--- src/sv/sgw_pkg.sv ---
package sgw_pkg;

  // build-time defaults
  localparam int unsigned PAGE_BYTES   = 4096;
  localparam int unsigned MAX_SEGMENTS = 32;

  // field widths
  localparam int unsigned OP_W     = 2;
  localparam int unsigned PHYS_W   = 48;
  localparam int unsigned SEGLEN_W = 33;
  localparam int unsigned BYTES_W  = 32;
  localparam int unsigned OFS_W    = 40;
  localparam int unsigned ADDR_W   = 49;
  localparam int unsigned STATUS_W = 2;
  localparam int unsigned SUM_W    = OFS_W + 1;

  typedef enum logic [OP_W-1:0] {
    OP_CLEAR = 2'd0,
    OP_PUSH  = 2'd1,
    OP_WALK  = 2'd2
  } opcode_e;

  typedef enum logic [STATUS_W-1:0] {
    ST_OK      = 2'd0,
    ST_TOO_BIG = 2'd1,
    ST_FULL    = 2'd2
  } status_e;

  typedef enum logic [2:0] {
    S_IDLE,
    S_RESP,
    S_SEARCH,
    S_OFFSET,
    S_AVAIL,
    S_EMIT
  } seq_state_e;

  typedef enum logic [1:0] {
    STEP_SEARCH,
    STEP_OFFSET,
    STEP_AVAIL,
    STEP_EMIT
  } step_op_e;

  typedef struct packed {
    step_op_e            op;
    logic [OFS_W-1:0]    start;
    logic [OFS_W-1:0]    offset;
    logic [BYTES_W-1:0]  bytes;
    logic [BYTES_W-1:0]  inseg;
    logic [OFS_W-1:0]    rem;
    logic [BYTES_W-1:0]  avail;
    logic                first;
    logic [PHYS_W-1:0]   base;
    logic [OFS_W-1:0]    done;
  } step_in_t;

  typedef struct packed {
    logic [SUM_W-1:0]    sum;
    logic                hit;
    logic [BYTES_W-1:0]  take;
    logic [OFS_W-1:0]    rem_n;
    logic [ADDR_W-1:0]   addr;
    logic [OFS_W-1:0]    done_n;
  } step_out_t;

endpackage

--- src/sv/sgw_if.sv ---
interface sgw_in_if;
  logic                         valid;
  logic                         ready;
  logic [sgw_pkg::OP_W-1:0]     opcode;
  logic [sgw_pkg::PHYS_W-1:0]   seg_phys_addr;
  logic [sgw_pkg::SEGLEN_W-1:0] seg_length;
  logic [sgw_pkg::OFS_W-1:0]    walk_offset;
  logic [sgw_pkg::OFS_W-1:0]    walk_count;
  logic [sgw_pkg::OFS_W-1:0]    buffer_length;

  modport source (
    output valid, opcode, seg_phys_addr, seg_length, walk_offset, walk_count,
           buffer_length,
    input  ready
  );
  modport sink (
    input  valid, opcode, seg_phys_addr, seg_length, walk_offset, walk_count,
           buffer_length,
    output ready
  );
endinterface

interface sgw_out_if;
  logic                         valid;
  logic                         ready;
  logic [sgw_pkg::ADDR_W-1:0]   chunk_addr;
  logic [sgw_pkg::BYTES_W-1:0]  chunk_len;
  logic                         last;
  logic [sgw_pkg::OFS_W-1:0]    total_done;
  logic [sgw_pkg::STATUS_W-1:0] status;

  modport source (
    output valid, chunk_addr, chunk_len, last, total_done, status,
    input  ready
  );
  modport sink (
    input  valid, chunk_addr, chunk_len, last, total_done, status,
    output ready
  );
endinterface

--- src/sv/sgw_seg_mem.sv ---
module sgw_seg_mem #(
  parameter int unsigned DEPTH      = sgw_pkg::MAX_SEGMENTS,
  parameter int unsigned IDX_W      = 5,
  parameter int unsigned PAGE_SHIFT = 12
) (
  input  logic                        clk_i,
  input  logic                        wr_en_i,
  input  logic [IDX_W-1:0]            wr_idx_i,
  input  logic [sgw_pkg::PHYS_W-1:0]  wr_phys_i,
  input  logic [sgw_pkg::BYTES_W-1:0] wr_bytes_i,
  input  logic [IDX_W-1:0]            rd_idx_i,
  output logic [sgw_pkg::PHYS_W-1:0]  rd_base_o,
  output logic [sgw_pkg::BYTES_W-1:0] rd_bytes_o
);

  localparam int unsigned FRAME_W = sgw_pkg::PHYS_W - PAGE_SHIFT;

  logic [FRAME_W-1:0]          seg_frame       [DEPTH];
  logic [PAGE_SHIFT-1:0]       seg_page_offset [DEPTH];
  logic [sgw_pkg::BYTES_W-1:0] seg_bytes       [DEPTH];

  always_ff @(posedge clk_i) begin
    if (wr_en_i) begin
      seg_frame[wr_idx_i]       <= wr_phys_i[sgw_pkg::PHYS_W-1:PAGE_SHIFT];
      seg_page_offset[wr_idx_i] <= wr_phys_i[PAGE_SHIFT-1:0];
      seg_bytes[wr_idx_i]       <= wr_bytes_i;
    end
  end

  // frame base plus page offset rebuilt on read
  always_ff @(posedge clk_i) begin
    rd_base_o  <= {seg_frame[rd_idx_i], seg_page_offset[rd_idx_i]};
    rd_bytes_o <= seg_bytes[rd_idx_i];
  end

endmodule

--- src/sv/sgw_step_unit.sv ---
module sgw_step_unit (
  input  sgw_pkg::step_in_t  step_i,
  output sgw_pkg::step_out_t step_o
);

  logic [sgw_pkg::SUM_W-1:0]   opa;
  logic [sgw_pkg::SUM_W-1:0]   opb;
  logic                        sub;
  logic [sgw_pkg::SUM_W-1:0]   sum;
  logic [sgw_pkg::BYTES_W-1:0] avail_sel;
  logic                        short;

  always_comb begin
    avail_sel = step_i.first ? step_i.avail : step_i.bytes;
    opa = '0;
    opb = '0;
    sub = 1'b0;
    unique case (step_i.op)
      sgw_pkg::STEP_SEARCH: begin
        opa = sgw_pkg::SUM_W'(step_i.start);
        opb = sgw_pkg::SUM_W'(step_i.bytes);
      end
      sgw_pkg::STEP_OFFSET: begin
        opa = sgw_pkg::SUM_W'(step_i.offset);
        opb = sgw_pkg::SUM_W'(step_i.start);
        sub = 1'b1;
      end
      sgw_pkg::STEP_AVAIL: begin
        opa = sgw_pkg::SUM_W'(step_i.bytes);
        opb = sgw_pkg::SUM_W'(step_i.inseg);
        sub = 1'b1;
      end
      sgw_pkg::STEP_EMIT: begin
        opa = sgw_pkg::SUM_W'(step_i.rem);
        opb = sgw_pkg::SUM_W'(avail_sel);
        sub = 1'b1;
      end
    endcase
  end

  // one shared add/subtract, sign bit is the borrow
  assign sum   = opa + (opb ^ {sgw_pkg::SUM_W{sub}}) + sgw_pkg::SUM_W'(sub);
  assign short = sum[sgw_pkg::SUM_W-1];

  always_comb begin
    step_o.sum    = sum;
    step_o.hit    = sum > sgw_pkg::SUM_W'(step_i.offset);
    step_o.take   = short ? step_i.rem[sgw_pkg::BYTES_W-1:0] : avail_sel;
    step_o.rem_n  = short ? '0 : sum[sgw_pkg::OFS_W-1:0];
    step_o.addr   = sgw_pkg::ADDR_W'(step_i.base) + sgw_pkg::ADDR_W'(step_i.inseg);
    step_o.done_n = step_i.done + sgw_pkg::OFS_W'(step_o.take);
  end

endmodule

--- src/sv/scatter_gather_segment_walker_top.sv ---
// Scatter-gather segment walker. Requests arrive on req_i and results leave
// on rsp_o, both valid/ready. Opcode clear empties the segment table, push
// appends one segment (status too_big for a length above 32 bits, full when
// the table holds MAX_SEGMENTS entries), and walk turns a logical offset and
// byte count, clamped to the list total and the buffer length, into one
// physical chunk per segment touched; the last chunk carries the byte count
// walked, and a walk that covers nothing gives one zero-length last result.
// Each request gives its results in order, and one request is in flight at a
// time: req_i.ready is high only while the sequencer is idle. Clear and push
// answer from the response state. A walk searches past the segments before
// the start segment, finds the offset inside it and the bytes left in it,
// then emits the chunks, and output stalls can hold it. The single step unit
// handles one segment per cycle while the output is not stalled, and the
// segment store's one registered read port is read ahead at the next index.
// The store needs no clearing after reset; entries at or above the segment
// count are never used.
module scatter_gather_segment_walker_top #(
  parameter int unsigned PAGE_BYTES   = sgw_pkg::PAGE_BYTES,
  parameter int unsigned MAX_SEGMENTS = sgw_pkg::MAX_SEGMENTS
) (
  input  logic      clk_i,
  input  logic      rst_ni,
  sgw_in_if.sink    req_i,
  sgw_out_if.source rsp_o
);

  localparam int unsigned PAGE_SHIFT = $clog2(PAGE_BYTES);
  localparam int unsigned IDX_W      = (MAX_SEGMENTS > 1) ? $clog2(MAX_SEGMENTS) : 1;
  localparam int unsigned CNT_W      = $clog2(MAX_SEGMENTS + 1);
  localparam int unsigned TOT_W      = sgw_pkg::BYTES_W + $clog2(MAX_SEGMENTS);
  localparam int unsigned OFS_W      = sgw_pkg::OFS_W;
  localparam int unsigned BYTES_W    = sgw_pkg::BYTES_W;

  // sequencer state
  sgw_pkg::seq_state_e state_q, state_d;
  logic [CNT_W-1:0]    i_q, i_d;
  logic [CNT_W-1:0]    cnt_q, cnt_d;
  logic [TOT_W-1:0]    total_q, total_d;
  sgw_pkg::status_e    status_q, status_d;

  // walk working registers
  logic [OFS_W-1:0]    offset_q, offset_d;
  logic [OFS_W-1:0]    rem_q, rem_d;
  logic [OFS_W-1:0]    start_q, start_d;
  logic [OFS_W-1:0]    done_q, done_d;
  logic [BYTES_W-1:0]  inseg_q, inseg_d;
  logic [BYTES_W-1:0]  avail_q, avail_d;
  logic                first_q, first_d;

  // output register
  logic                         ovalid_q, ovalid_d;
  logic [sgw_pkg::ADDR_W-1:0]   oaddr_q, oaddr_d;
  logic [BYTES_W-1:0]           olen_q, olen_d;
  logic                         olast_q, olast_d;
  logic [OFS_W-1:0]             odone_q, odone_d;
  logic [sgw_pkg::STATUS_W-1:0] ostatus_q, ostatus_d;

  // segment store
  logic                       mem_we;
  logic [sgw_pkg::PHYS_W-1:0] rd_base;
  logic [BYTES_W-1:0]         rd_bytes;

  sgw_pkg::step_in_t  step_in;
  sgw_pkg::step_out_t step_out;

  logic             slot_free;
  logic [CNT_W-1:0] i_inc;
  logic [OFS_W-1:0] total_ext;
  logic             c_le_t, c_le_b, t_le_b;
  logic [OFS_W-1:0] walk_size;
  logic             emit_last;

  sgw_seg_mem #(
    .DEPTH      (MAX_SEGMENTS),
    .IDX_W      (IDX_W),
    .PAGE_SHIFT (PAGE_SHIFT)
  ) u_mem (
    .clk_i      (clk_i),
    .wr_en_i    (mem_we),
    .wr_idx_i   (cnt_q[IDX_W-1:0]),
    .wr_phys_i  (req_i.seg_phys_addr),
    .wr_bytes_i (req_i.seg_length[BYTES_W-1:0]),
    .rd_idx_i   (i_d[IDX_W-1:0]),
    .rd_base_o  (rd_base),
    .rd_bytes_o (rd_bytes)
  );

  sgw_step_unit u_step (
    .step_i (step_in),
    .step_o (step_out)
  );

  assign req_i.ready = (state_q == sgw_pkg::S_IDLE);
  assign slot_free   = !ovalid_q || rsp_o.ready;
  assign i_inc       = i_q + CNT_W'(1);
  assign total_ext   = OFS_W'(total_q);

  // clamp of the walk to list total and buffer length, compares in parallel
  assign c_le_t = req_i.walk_count <= total_ext;
  assign c_le_b = req_i.walk_count <= req_i.buffer_length;
  assign t_le_b = total_ext <= req_i.buffer_length;

  always_comb begin
    if (c_le_t && c_le_b) begin
      walk_size = req_i.walk_count;
    end else if (!c_le_t && t_le_b) begin
      walk_size = total_ext;
    end else begin
      walk_size = req_i.buffer_length;
    end
  end

  // chunk is last when the count runs out or the table ends
  assign emit_last = (step_out.rem_n == '0) || (i_inc == cnt_q);

  function automatic logic [CNT_W-1:0] i_inc_cnt(input logic [CNT_W-1:0] v);
    i_inc_cnt = v + CNT_W'(1);
  endfunction

  always_comb begin
    state_d   = state_q;
    i_d       = i_q;
    cnt_d     = cnt_q;
    total_d   = total_q;
    status_d  = status_q;
    offset_d  = offset_q;
    rem_d     = rem_q;
    start_d   = start_q;
    done_d    = done_q;
    inseg_d   = inseg_q;
    avail_d   = avail_q;
    first_d   = first_q;
    ovalid_d  = ovalid_q && !rsp_o.ready;
    oaddr_d   = oaddr_q;
    olen_d    = olen_q;
    olast_d   = olast_q;
    odone_d   = odone_q;
    ostatus_d = ostatus_q;
    mem_we    = 1'b0;

    step_in.op     = sgw_pkg::STEP_SEARCH;
    step_in.start  = start_q;
    step_in.offset = offset_q;
    step_in.bytes  = rd_bytes;
    step_in.inseg  = inseg_q;
    step_in.rem    = rem_q;
    step_in.avail  = avail_q;
    step_in.first  = first_q;
    step_in.base   = rd_base;
    step_in.done   = done_q;

    unique case (state_q)
      sgw_pkg::S_IDLE: begin
        // keep entry 0 ready in the read register
        i_d = '0;
        if (req_i.valid) begin
          unique case (sgw_pkg::opcode_e'(req_i.opcode))
            sgw_pkg::OP_CLEAR: begin
              cnt_d    = '0;
              total_d  = '0;
              status_d = sgw_pkg::ST_OK;
              state_d  = sgw_pkg::S_RESP;
            end
            sgw_pkg::OP_PUSH: begin
              if (req_i.seg_length[sgw_pkg::SEGLEN_W-1]) begin
                status_d = sgw_pkg::ST_TOO_BIG;
              end else if (cnt_q == CNT_W'(MAX_SEGMENTS)) begin
                status_d = sgw_pkg::ST_FULL;
              end else begin
                status_d = sgw_pkg::ST_OK;
                mem_we   = 1'b1;
                cnt_d    = i_inc_cnt(cnt_q);
                total_d  = total_q + TOT_W'(req_i.seg_length[BYTES_W-1:0]);
              end
              state_d = sgw_pkg::S_RESP;
            end
            sgw_pkg::OP_WALK: begin
              offset_d = req_i.walk_offset;
              rem_d    = walk_size;
              start_d  = '0;
              done_d   = '0;
              state_d  = sgw_pkg::S_SEARCH;
            end
            default: begin
              // unused opcode: no effect, no result
            end
          endcase
        end
      end

      sgw_pkg::S_RESP: begin
        if (slot_free) begin
          ovalid_d  = 1'b1;
          oaddr_d   = '0;
          olen_d    = '0;
          olast_d   = 1'b1;
          odone_d   = '0;
          ostatus_d = status_q;
          state_d   = sgw_pkg::S_IDLE;
        end
      end

      sgw_pkg::S_SEARCH: begin
        step_in.op = sgw_pkg::STEP_SEARCH;
        if ((rem_q == '0) || (i_q == cnt_q)) begin
          // nothing to walk
          status_d = sgw_pkg::ST_OK;
          state_d  = sgw_pkg::S_RESP;
        end else if (step_out.hit) begin
          state_d = sgw_pkg::S_OFFSET;
        end else begin
          start_d = step_out.sum[OFS_W-1:0];
          i_d     = i_inc;
        end
      end

      sgw_pkg::S_OFFSET: begin
        // offset inside the start segment
        step_in.op = sgw_pkg::STEP_OFFSET;
        inseg_d    = step_out.sum[BYTES_W-1:0];
        state_d    = sgw_pkg::S_AVAIL;
      end

      sgw_pkg::S_AVAIL: begin
        // bytes left in the start segment
        step_in.op = sgw_pkg::STEP_AVAIL;
        avail_d    = step_out.sum[BYTES_W-1:0];
        first_d    = 1'b1;
        state_d    = sgw_pkg::S_EMIT;
      end

      sgw_pkg::S_EMIT: begin
        step_in.op = sgw_pkg::STEP_EMIT;
        if (slot_free) begin
          ovalid_d  = 1'b1;
          oaddr_d   = step_out.addr;
          olen_d    = step_out.take;
          olast_d   = emit_last;
          odone_d   = emit_last ? step_out.done_n : '0;
          ostatus_d = sgw_pkg::ST_OK;
          rem_d     = step_out.rem_n;
          done_d    = step_out.done_n;
          inseg_d   = '0;
          first_d   = 1'b0;
          i_d       = i_inc;
          if (emit_last) begin
            state_d = sgw_pkg::S_IDLE;
          end
        end
      end

      default: begin
        state_d = sgw_pkg::S_IDLE;
      end
    endcase
  end

  always_ff @(posedge clk_i or negedge rst_ni) begin
    if (!rst_ni) begin
      state_q  <= sgw_pkg::S_IDLE;
      cnt_q    <= '0;
      total_q  <= '0;
      ovalid_q <= 1'b0;
    end else begin
      state_q  <= state_d;
      cnt_q    <= cnt_d;
      total_q  <= total_d;
      ovalid_q <= ovalid_d;
    end
  end

  always_ff @(posedge clk_i) begin
    i_q       <= i_d;
    status_q  <= status_d;
    offset_q  <= offset_d;
    rem_q     <= rem_d;
    start_q   <= start_d;
    done_q    <= done_d;
    inseg_q   <= inseg_d;
    avail_q   <= avail_d;
    first_q   <= first_d;
    oaddr_q   <= oaddr_d;
    olen_q    <= olen_d;
    olast_q   <= olast_d;
    odone_q   <= odone_d;
    ostatus_q <= ostatus_d;
  end

  assign rsp_o.valid      = ovalid_q;
  assign rsp_o.chunk_addr = oaddr_q;
  assign rsp_o.chunk_len  = olen_q;
  assign rsp_o.last       = olast_q;
  assign rsp_o.total_done = odone_q;
  assign rsp_o.status     = ostatus_q;

`ifndef SYNTHESIS
  // table never grows past its depth
  a_cnt_bound: assert property (@(posedge clk_i) disable iff (!rst_ni)
    cnt_q <= CNT_W'(MAX_SEGMENTS))
    else $error("segment count above table depth");

  // chunks are only cut from segments that exist
  a_emit_idx: assert property (@(posedge clk_i) disable iff (!rst_ni)
    (state_q == sgw_pkg::S_EMIT) |-> (i_q < cnt_q))
    else $error("chunk emitted past the end of the table");

  // a walk ends only on a chunk marked last
  a_walk_end: assert property (@(posedge clk_i) disable iff (!rst_ni)
    (state_q == sgw_pkg::S_EMIT && state_d == sgw_pkg::S_IDLE) |=>
      (ovalid_q && olast_q))
    else $error("walk finished without a last chunk");
`endif

endmodule

--- src/flat_wrapper.sv ---
// flat-port wrapper written by rule: the top's interface ports become plain ports
module scatter_gather_segment_walker_top_flat 
#(
  parameter int unsigned PAGE_BYTES   = sgw_pkg::PAGE_BYTES,
  parameter int unsigned MAX_SEGMENTS = sgw_pkg::MAX_SEGMENTS
)
  (clk_i, rst_ni, req_i_valid, req_i_opcode, req_i_seg_phys_addr, req_i_seg_length, req_i_walk_offset, req_i_walk_count, req_i_buffer_length, req_i_ready, rsp_o_valid, rsp_o_chunk_addr, rsp_o_chunk_len, rsp_o_last, rsp_o_total_done, rsp_o_status, rsp_o_ready);
  sgw_in_if req_i_i ();
  sgw_out_if rsp_o_i ();
  input  logic clk_i;
  input  logic rst_ni;
  input wire logic [$bits(req_i_i.valid)-1:0] req_i_valid;
  input wire logic [$bits(req_i_i.opcode)-1:0] req_i_opcode;
  input wire logic [$bits(req_i_i.seg_phys_addr)-1:0] req_i_seg_phys_addr;
  input wire logic [$bits(req_i_i.seg_length)-1:0] req_i_seg_length;
  input wire logic [$bits(req_i_i.walk_offset)-1:0] req_i_walk_offset;
  input wire logic [$bits(req_i_i.walk_count)-1:0] req_i_walk_count;
  input wire logic [$bits(req_i_i.buffer_length)-1:0] req_i_buffer_length;
  output wire logic [$bits(req_i_i.ready)-1:0] req_i_ready;
  output wire logic [$bits(rsp_o_i.valid)-1:0] rsp_o_valid;
  output wire logic [$bits(rsp_o_i.chunk_addr)-1:0] rsp_o_chunk_addr;
  output wire logic [$bits(rsp_o_i.chunk_len)-1:0] rsp_o_chunk_len;
  output wire logic [$bits(rsp_o_i.last)-1:0] rsp_o_last;
  output wire logic [$bits(rsp_o_i.total_done)-1:0] rsp_o_total_done;
  output wire logic [$bits(rsp_o_i.status)-1:0] rsp_o_status;
  input wire logic [$bits(rsp_o_i.ready)-1:0] rsp_o_ready;
  assign req_i_i.valid = req_i_valid;
  assign req_i_i.opcode = req_i_opcode;
  assign req_i_i.seg_phys_addr = req_i_seg_phys_addr;
  assign req_i_i.seg_length = req_i_seg_length;
  assign req_i_i.walk_offset = req_i_walk_offset;
  assign req_i_i.walk_count = req_i_walk_count;
  assign req_i_i.buffer_length = req_i_buffer_length;
  assign req_i_ready = req_i_i.ready;
  assign rsp_o_valid = rsp_o_i.valid;
  assign rsp_o_chunk_addr = rsp_o_i.chunk_addr;
  assign rsp_o_chunk_len = rsp_o_i.chunk_len;
  assign rsp_o_last = rsp_o_i.last;
  assign rsp_o_total_done = rsp_o_i.total_done;
  assign rsp_o_status = rsp_o_i.status;
  assign rsp_o_i.ready = rsp_o_ready;
  scatter_gather_segment_walker_top #(.PAGE_BYTES(PAGE_BYTES), .MAX_SEGMENTS(MAX_SEGMENTS)) u_core (.clk_i(clk_i), .rst_ni(rst_ni), .req_i(req_i_i), .rsp_o(rsp_o_i));
endmodule
--- config.mk ---
export PLATFORM = sky130hd
export DESIGN_NAME = scatter_gather_segment_walker_top_flat
export DESIGN_NICKNAME = d
export VERILOG_FILES = /design/src/sv/sgw_pkg.sv /design/src/sv/sgw_if.sv /design/src/sv/sgw_seg_mem.sv /design/src/sv/sgw_step_unit.sv /design/src/sv/scatter_gather_segment_walker_top.sv /design/src/flat_wrapper.sv
export SDC_FILE = /design/constraint.sdc
export NUM_CORES = 2
export LEC_CHECK = 0
export ABC_AREA = 1
export BUFFER_PORTS_ARGS = -buffer_cell sky130_fd_sc_hd__buf_2
export CORE_MARGIN = 2
export CORE_UTILIZATION = 40
export DETAILED_ROUTE_END_ITERATION = 10
export PLACE_DENSITY = 0.56
export SYNTH_ARGS = -nofsm -noshare
export SYNTH_HDL_FRONTEND = slang
export SYNTH_HIERARCHICAL = 1
export SYNTH_SLANG_ARGS = --single-unit
--- constraint.sdc ---
create_clock -name clk_i -period 8.15 [get_ports clk_i]
set_clock_uncertainty 0.1 [all_clocks]
set_input_delay 0.4075 -clock clk_i [delete_from_list [all_inputs] [get_ports clk_i]]
set_output_delay 0.4075 -clock clk_i [all_outputs]
set_load 0.1 [all_outputs]
==> reports/results.ini <==
[status]
status=complete, but fails checks
violations=capacitance limit, slew limit

[global_route]
grt_pass1_vias=95700
grt_max_degree=165
overflow=0
antenna_found_initial=38
grt_pass1_wl_um=678000
gr-usage-all-layers=0.266

[floorplan]
die_area_um2=347000
initial_core_util=0.402
die_h_um=589
rows=214
die_w_um=589
io_pins=333
coreArea_um2=340000

[critical_path]
end_kind=flip-flop
reg2reg_to=u_core/u_mem/rd_bytes_o[4]
cp.arrival_ns=8.45
reg2reg_depth=45
cpMostUsedCell=nand2_1
cp_slowest_cell=or3b_2
max_stage_delay_ns=0.46
r2r_slack_ns=0.45
r2r_start=u_core/state_q[0]
worstPathRequired_ns=8.90
crit_type=flip-flop to flip-flop
worstPathMaxFanout=20
critPathLaunchType=flip-flop

[drt]
wl_per_cell_um=25.4
ant_nets=0
dr_total_vias=102000
first_pass_iters=6
drc=0
viasPerCell=5.47
drt_iter0_drc=11000
wl_um=472000

[placement]
post-place-ws_ns=-0.109
dp.cells=17800
dpl.hpwl_um=291000
place.gp.congestion=0.990
port_buffers=332
dpl_cell_area_um2=148000

[sta]
timing.fmax_mhz=130
rsz0062_at_grt=no
maxSlewHeadroom=-0.000720
fin_crit_ns=7.70
post-route-period-util=0.945
setup_violations=0
hold_viol=0
tightest_slew_ns=1.50
fin_ws_ns=0.451
report.final.slew_viol_count=8

[cells_and_area]
fill_cells=31300
layout-drive-gt1-share=0.115
layout.nets=14300
seqCellArea_um2=90300
multi_input_area_um2=40600
final_area_um2=161000
instances_no_fill=18600
syn2layout_area_growth_pct=17.8

[min_path]
holdCritPathClass=input pin to flip-flop
holdPathEnd=u_core/rem_q[23]
hold_start=req_i_walk_count[23]
holdPathStages=7

[synth]
synth_edf_count=2912
synth_flop_cell=edfxtp_1
synth_cells=13000
ys_seq_area_frac=0.661
async_reset_ff_frac=0.0154
avgSynthCellArea_um2=10.5
synth_fp_nets=13500
ys_types=62
synth_area_um2=137000
ys_ff_latch=3044
yosys_warnings=6

[clock_tree]
numCtsBuffers=329
cts.sinks=3044
cts_tree=done
cts_htree_levels=5
cts_root_buf=clkbuf_16
clk_latency_ns=0.94
cts.clk_slew.worst_paths_ns=0.06
clockBufferDepth=4

[flow_run]
max_cap_violations=1

[power_and_ir_drop]
total_power_mw=77.3
p_per_area_nw_per_um2=480
vdd_ir_drop_max_mv=0.497
p_leak_nw=62.4

## sequential cells by signal (all words and copies together) (netlist names), 6 cells and up
| register | flops |
|---|---|
| u_core/cnt_q | 6 |
| u_core/rsp_o.chunk_addr | 49 |
| u_core/rsp_o.total_done | 40 |
| u_core/u_mem/rd_base_o | 48 |
| u_core/total_q | 37 |
| u_core/u_mem/seg_bytes | 1024 |
| u_core/rem_q | 40 |
| u_core/inseg_q | 32 |
| u_core/rsp_o.chunk_len | 32 |
| u_core/offset_q | 40 |
| u_core/u_mem/rd_bytes_o | 32 |
| u_core/done_q | 40 |
| u_core/start_q | 40 |
| u_core/avail_q | 32 |
| u_core/u_mem/seg_frame | 1152 |
| u_core/i_q | 6 |
| u_core/u_mem/seg_page_offset | 384 |
## cells in the final DEF, fill, tap and decap left out, drive strengths merged, types with 5 or more instances in the layout
master,instances
buf,967
xnor2,36
diode,12
nand3b,5
nand2,4034
o221ai,7
bufinv,21
clkinvlp,15
inv,838
nor4,33
dfxtp,85
clkbuf,443
a21oi,263
edfxtp,2912
a22oi,9
or2,8
xor2,96
dfrtp,47
clkinv,108
o21bai,18
dlygate4sd3,187
nor2,565
nand3,2491
o211ai,8
o31ai,8
a221oi,11
o22ai,32
nand4,32
a31oi,36
a211oi,15
a21boi,12
nor3,84
ha,293
o21ai,244
a21o,31
o2111ai,17
and3,8
o21a,14
and2,9
## cell usage after synthesis, types with 8 or more instances
| master | number | share of area |
|---|---|---|
| a22oi_1 | 9 | 0.00049 |
| nor4_1 | 31 | 0.0014 |
| nor2_2 | 9 | 0.00041 |
| buf_1 | 96 | 0.0026 |
| dfrtp_1 | 47 | 0.0086 |
| buf_4 | 19 | 0.0010 |
| a211oi_1 | 15 | 0.00082 |
| a21o_1 | 31 | 0.0017 |
| o21ai_0 | 210 | 0.0077 |
| nand2_1 | 4001 | 0.11 |
| xor2_1 | 96 | 0.0061 |
| o21ai_2 | 23 | 0.0015 |
| nor3_1 | 81 | 0.0030 |
| o21bai_1 | 18 | 0.00099 |
| o21a_1 | 14 | 0.00077 |
| buf_6 | 11 | 0.00091 |
| o2111ai_1 | 17 | 0.0011 |
| dfxtp_1 | 85 | 0.012 |
| inv_1 | 808 | 0.022 |
| a21oi_1 | 257 | 0.0094 |
| clkbuf_1 | 178 | 0.0049 |
| a31oi_1 | 36 | 0.0016 |
| a221oi_1 | 11 | 0.00070 |
| nand4_1 | 32 | 0.0015 |
| nand2_2 | 31 | 0.0014 |
| nand3_1 | 2491 | 0.091 |
| buf_2 | 364 | 0.013 |
| and3_1 | 8 | 0.00037 |
| o31ai_1 | 8 | 0.00044 |
| ha_1 | 293 | 0.027 |
| inv_2 | 16 | 0.00044 |
| xnor2_1 | 36 | 0.0023 |
| o22ai_1 | 32 | 0.0015 |
| nor2_1 | 553 | 0.015 |
| edfxtp_1 | 2912 | 0.64 |
| o21ai_1 | 11 | 0.00040 |
| a21boi_0 | 10 | 0.00055 |
## worst max-delay path: cells and delay by family, from the launching register on
family,cells,cell delay (ns)
simple gates,25,3.61
buf+inv,14,2.32
fa+ha+maj,2,0.55
compound gates,3,0.43
flops,1,0.40
xor+xnor,1,0.14
## timing repair
| item | in CTS | in global routing |
|---|---|---|
| setup endpoints to repair | 32 | 82 |
| setup buffers | 0 | 8 |
| pin swaps | 0 | 5 |
| hold endpoints to repair | 2576 | 0 |
| hold buffers | 187 | 0 |
| resized for setup | 2 | 43 |
## how the worst max path moves through the flow
stage,from,slack (ns),cells after the start,end
2_1_floorplan,u_core/state_q[0],0.25,8,u_core/done_q[0]
6_report,u_core/state_q[0],0.45,45,u_core/u_mem/rd_bytes_o[4]
5_1_grt,u_core/state_q[0],0.004,61,u_core/u_mem/rd_base_o[38]
3_5_place_dp,u_core/state_q[0],-0.11,43,u_core/u_mem/rd_bytes_o[4]
3_3_place_gp,u_core/state_q[0],-0.13,53,u_core/u_mem/rd_bytes_o[4]
4_1_cts,u_core/state_q[0],0.05,44,u_core/u_mem/rd_bytes_o[4]
## area by class of cell
type,count,area share
repair buffers,1154,0.0664
diodes,12,0.000186
inverters,826,0.0195
well taps,4536,0.0352
multi-input cells,8429,0.252
clock inverters,156,0.00912
flip-flops and latches,3044,0.561
clock buffers,443,0.0568
## layer usage
| metal | share of wire | vias up | global-route usage |
|---|---|---|---|
| met3 | 0.079 | 772 | 0.0413 |
| met5 | 0.00025 | - | 0 |
| met4 | 0.031 | 18 | 0.0787 |
| li1 | - | 46600 | - |
| met1 | 0.43 | 50200 | 0.380 |
| met2 | 0.46 | 4213 | 0.419 |
## cells by family after synthesis
group,after synthesis,share of synthesized area
flip-flops,3044,0.661
adder cells (fa/ha/maj),297,0.0274
buffers and inverters,1499,0.0460
XOR/XNOR,132,0.00846
AND/OR/NAND/NOR,7271,0.226
AO/OA/AOI/OAI,729,0.0313
## per-stage QoR
stage               TNS, ns   util  hold slack [ns]
floorplan                 0      -           0.0119
global placement     -0.301  0.436            0.400
detailed placement   -0.400  0.436            0.416
CTS                       0  0.473           0.0106
global route              0  0.474           0.0370
finish                    0  0.474           0.0676
## power by group
group	leakage, nW	switching, mW	total, mW	internal [mW]
logic	29.5	28.8	42.3	13.5
clock network	5.17	6.30	14.9	8.57
registers	27.7	1.32	20.1	18.8
total	62.4	36.4	77.3	40.9
Note: power is estimated with default switching activity, not from simulation.
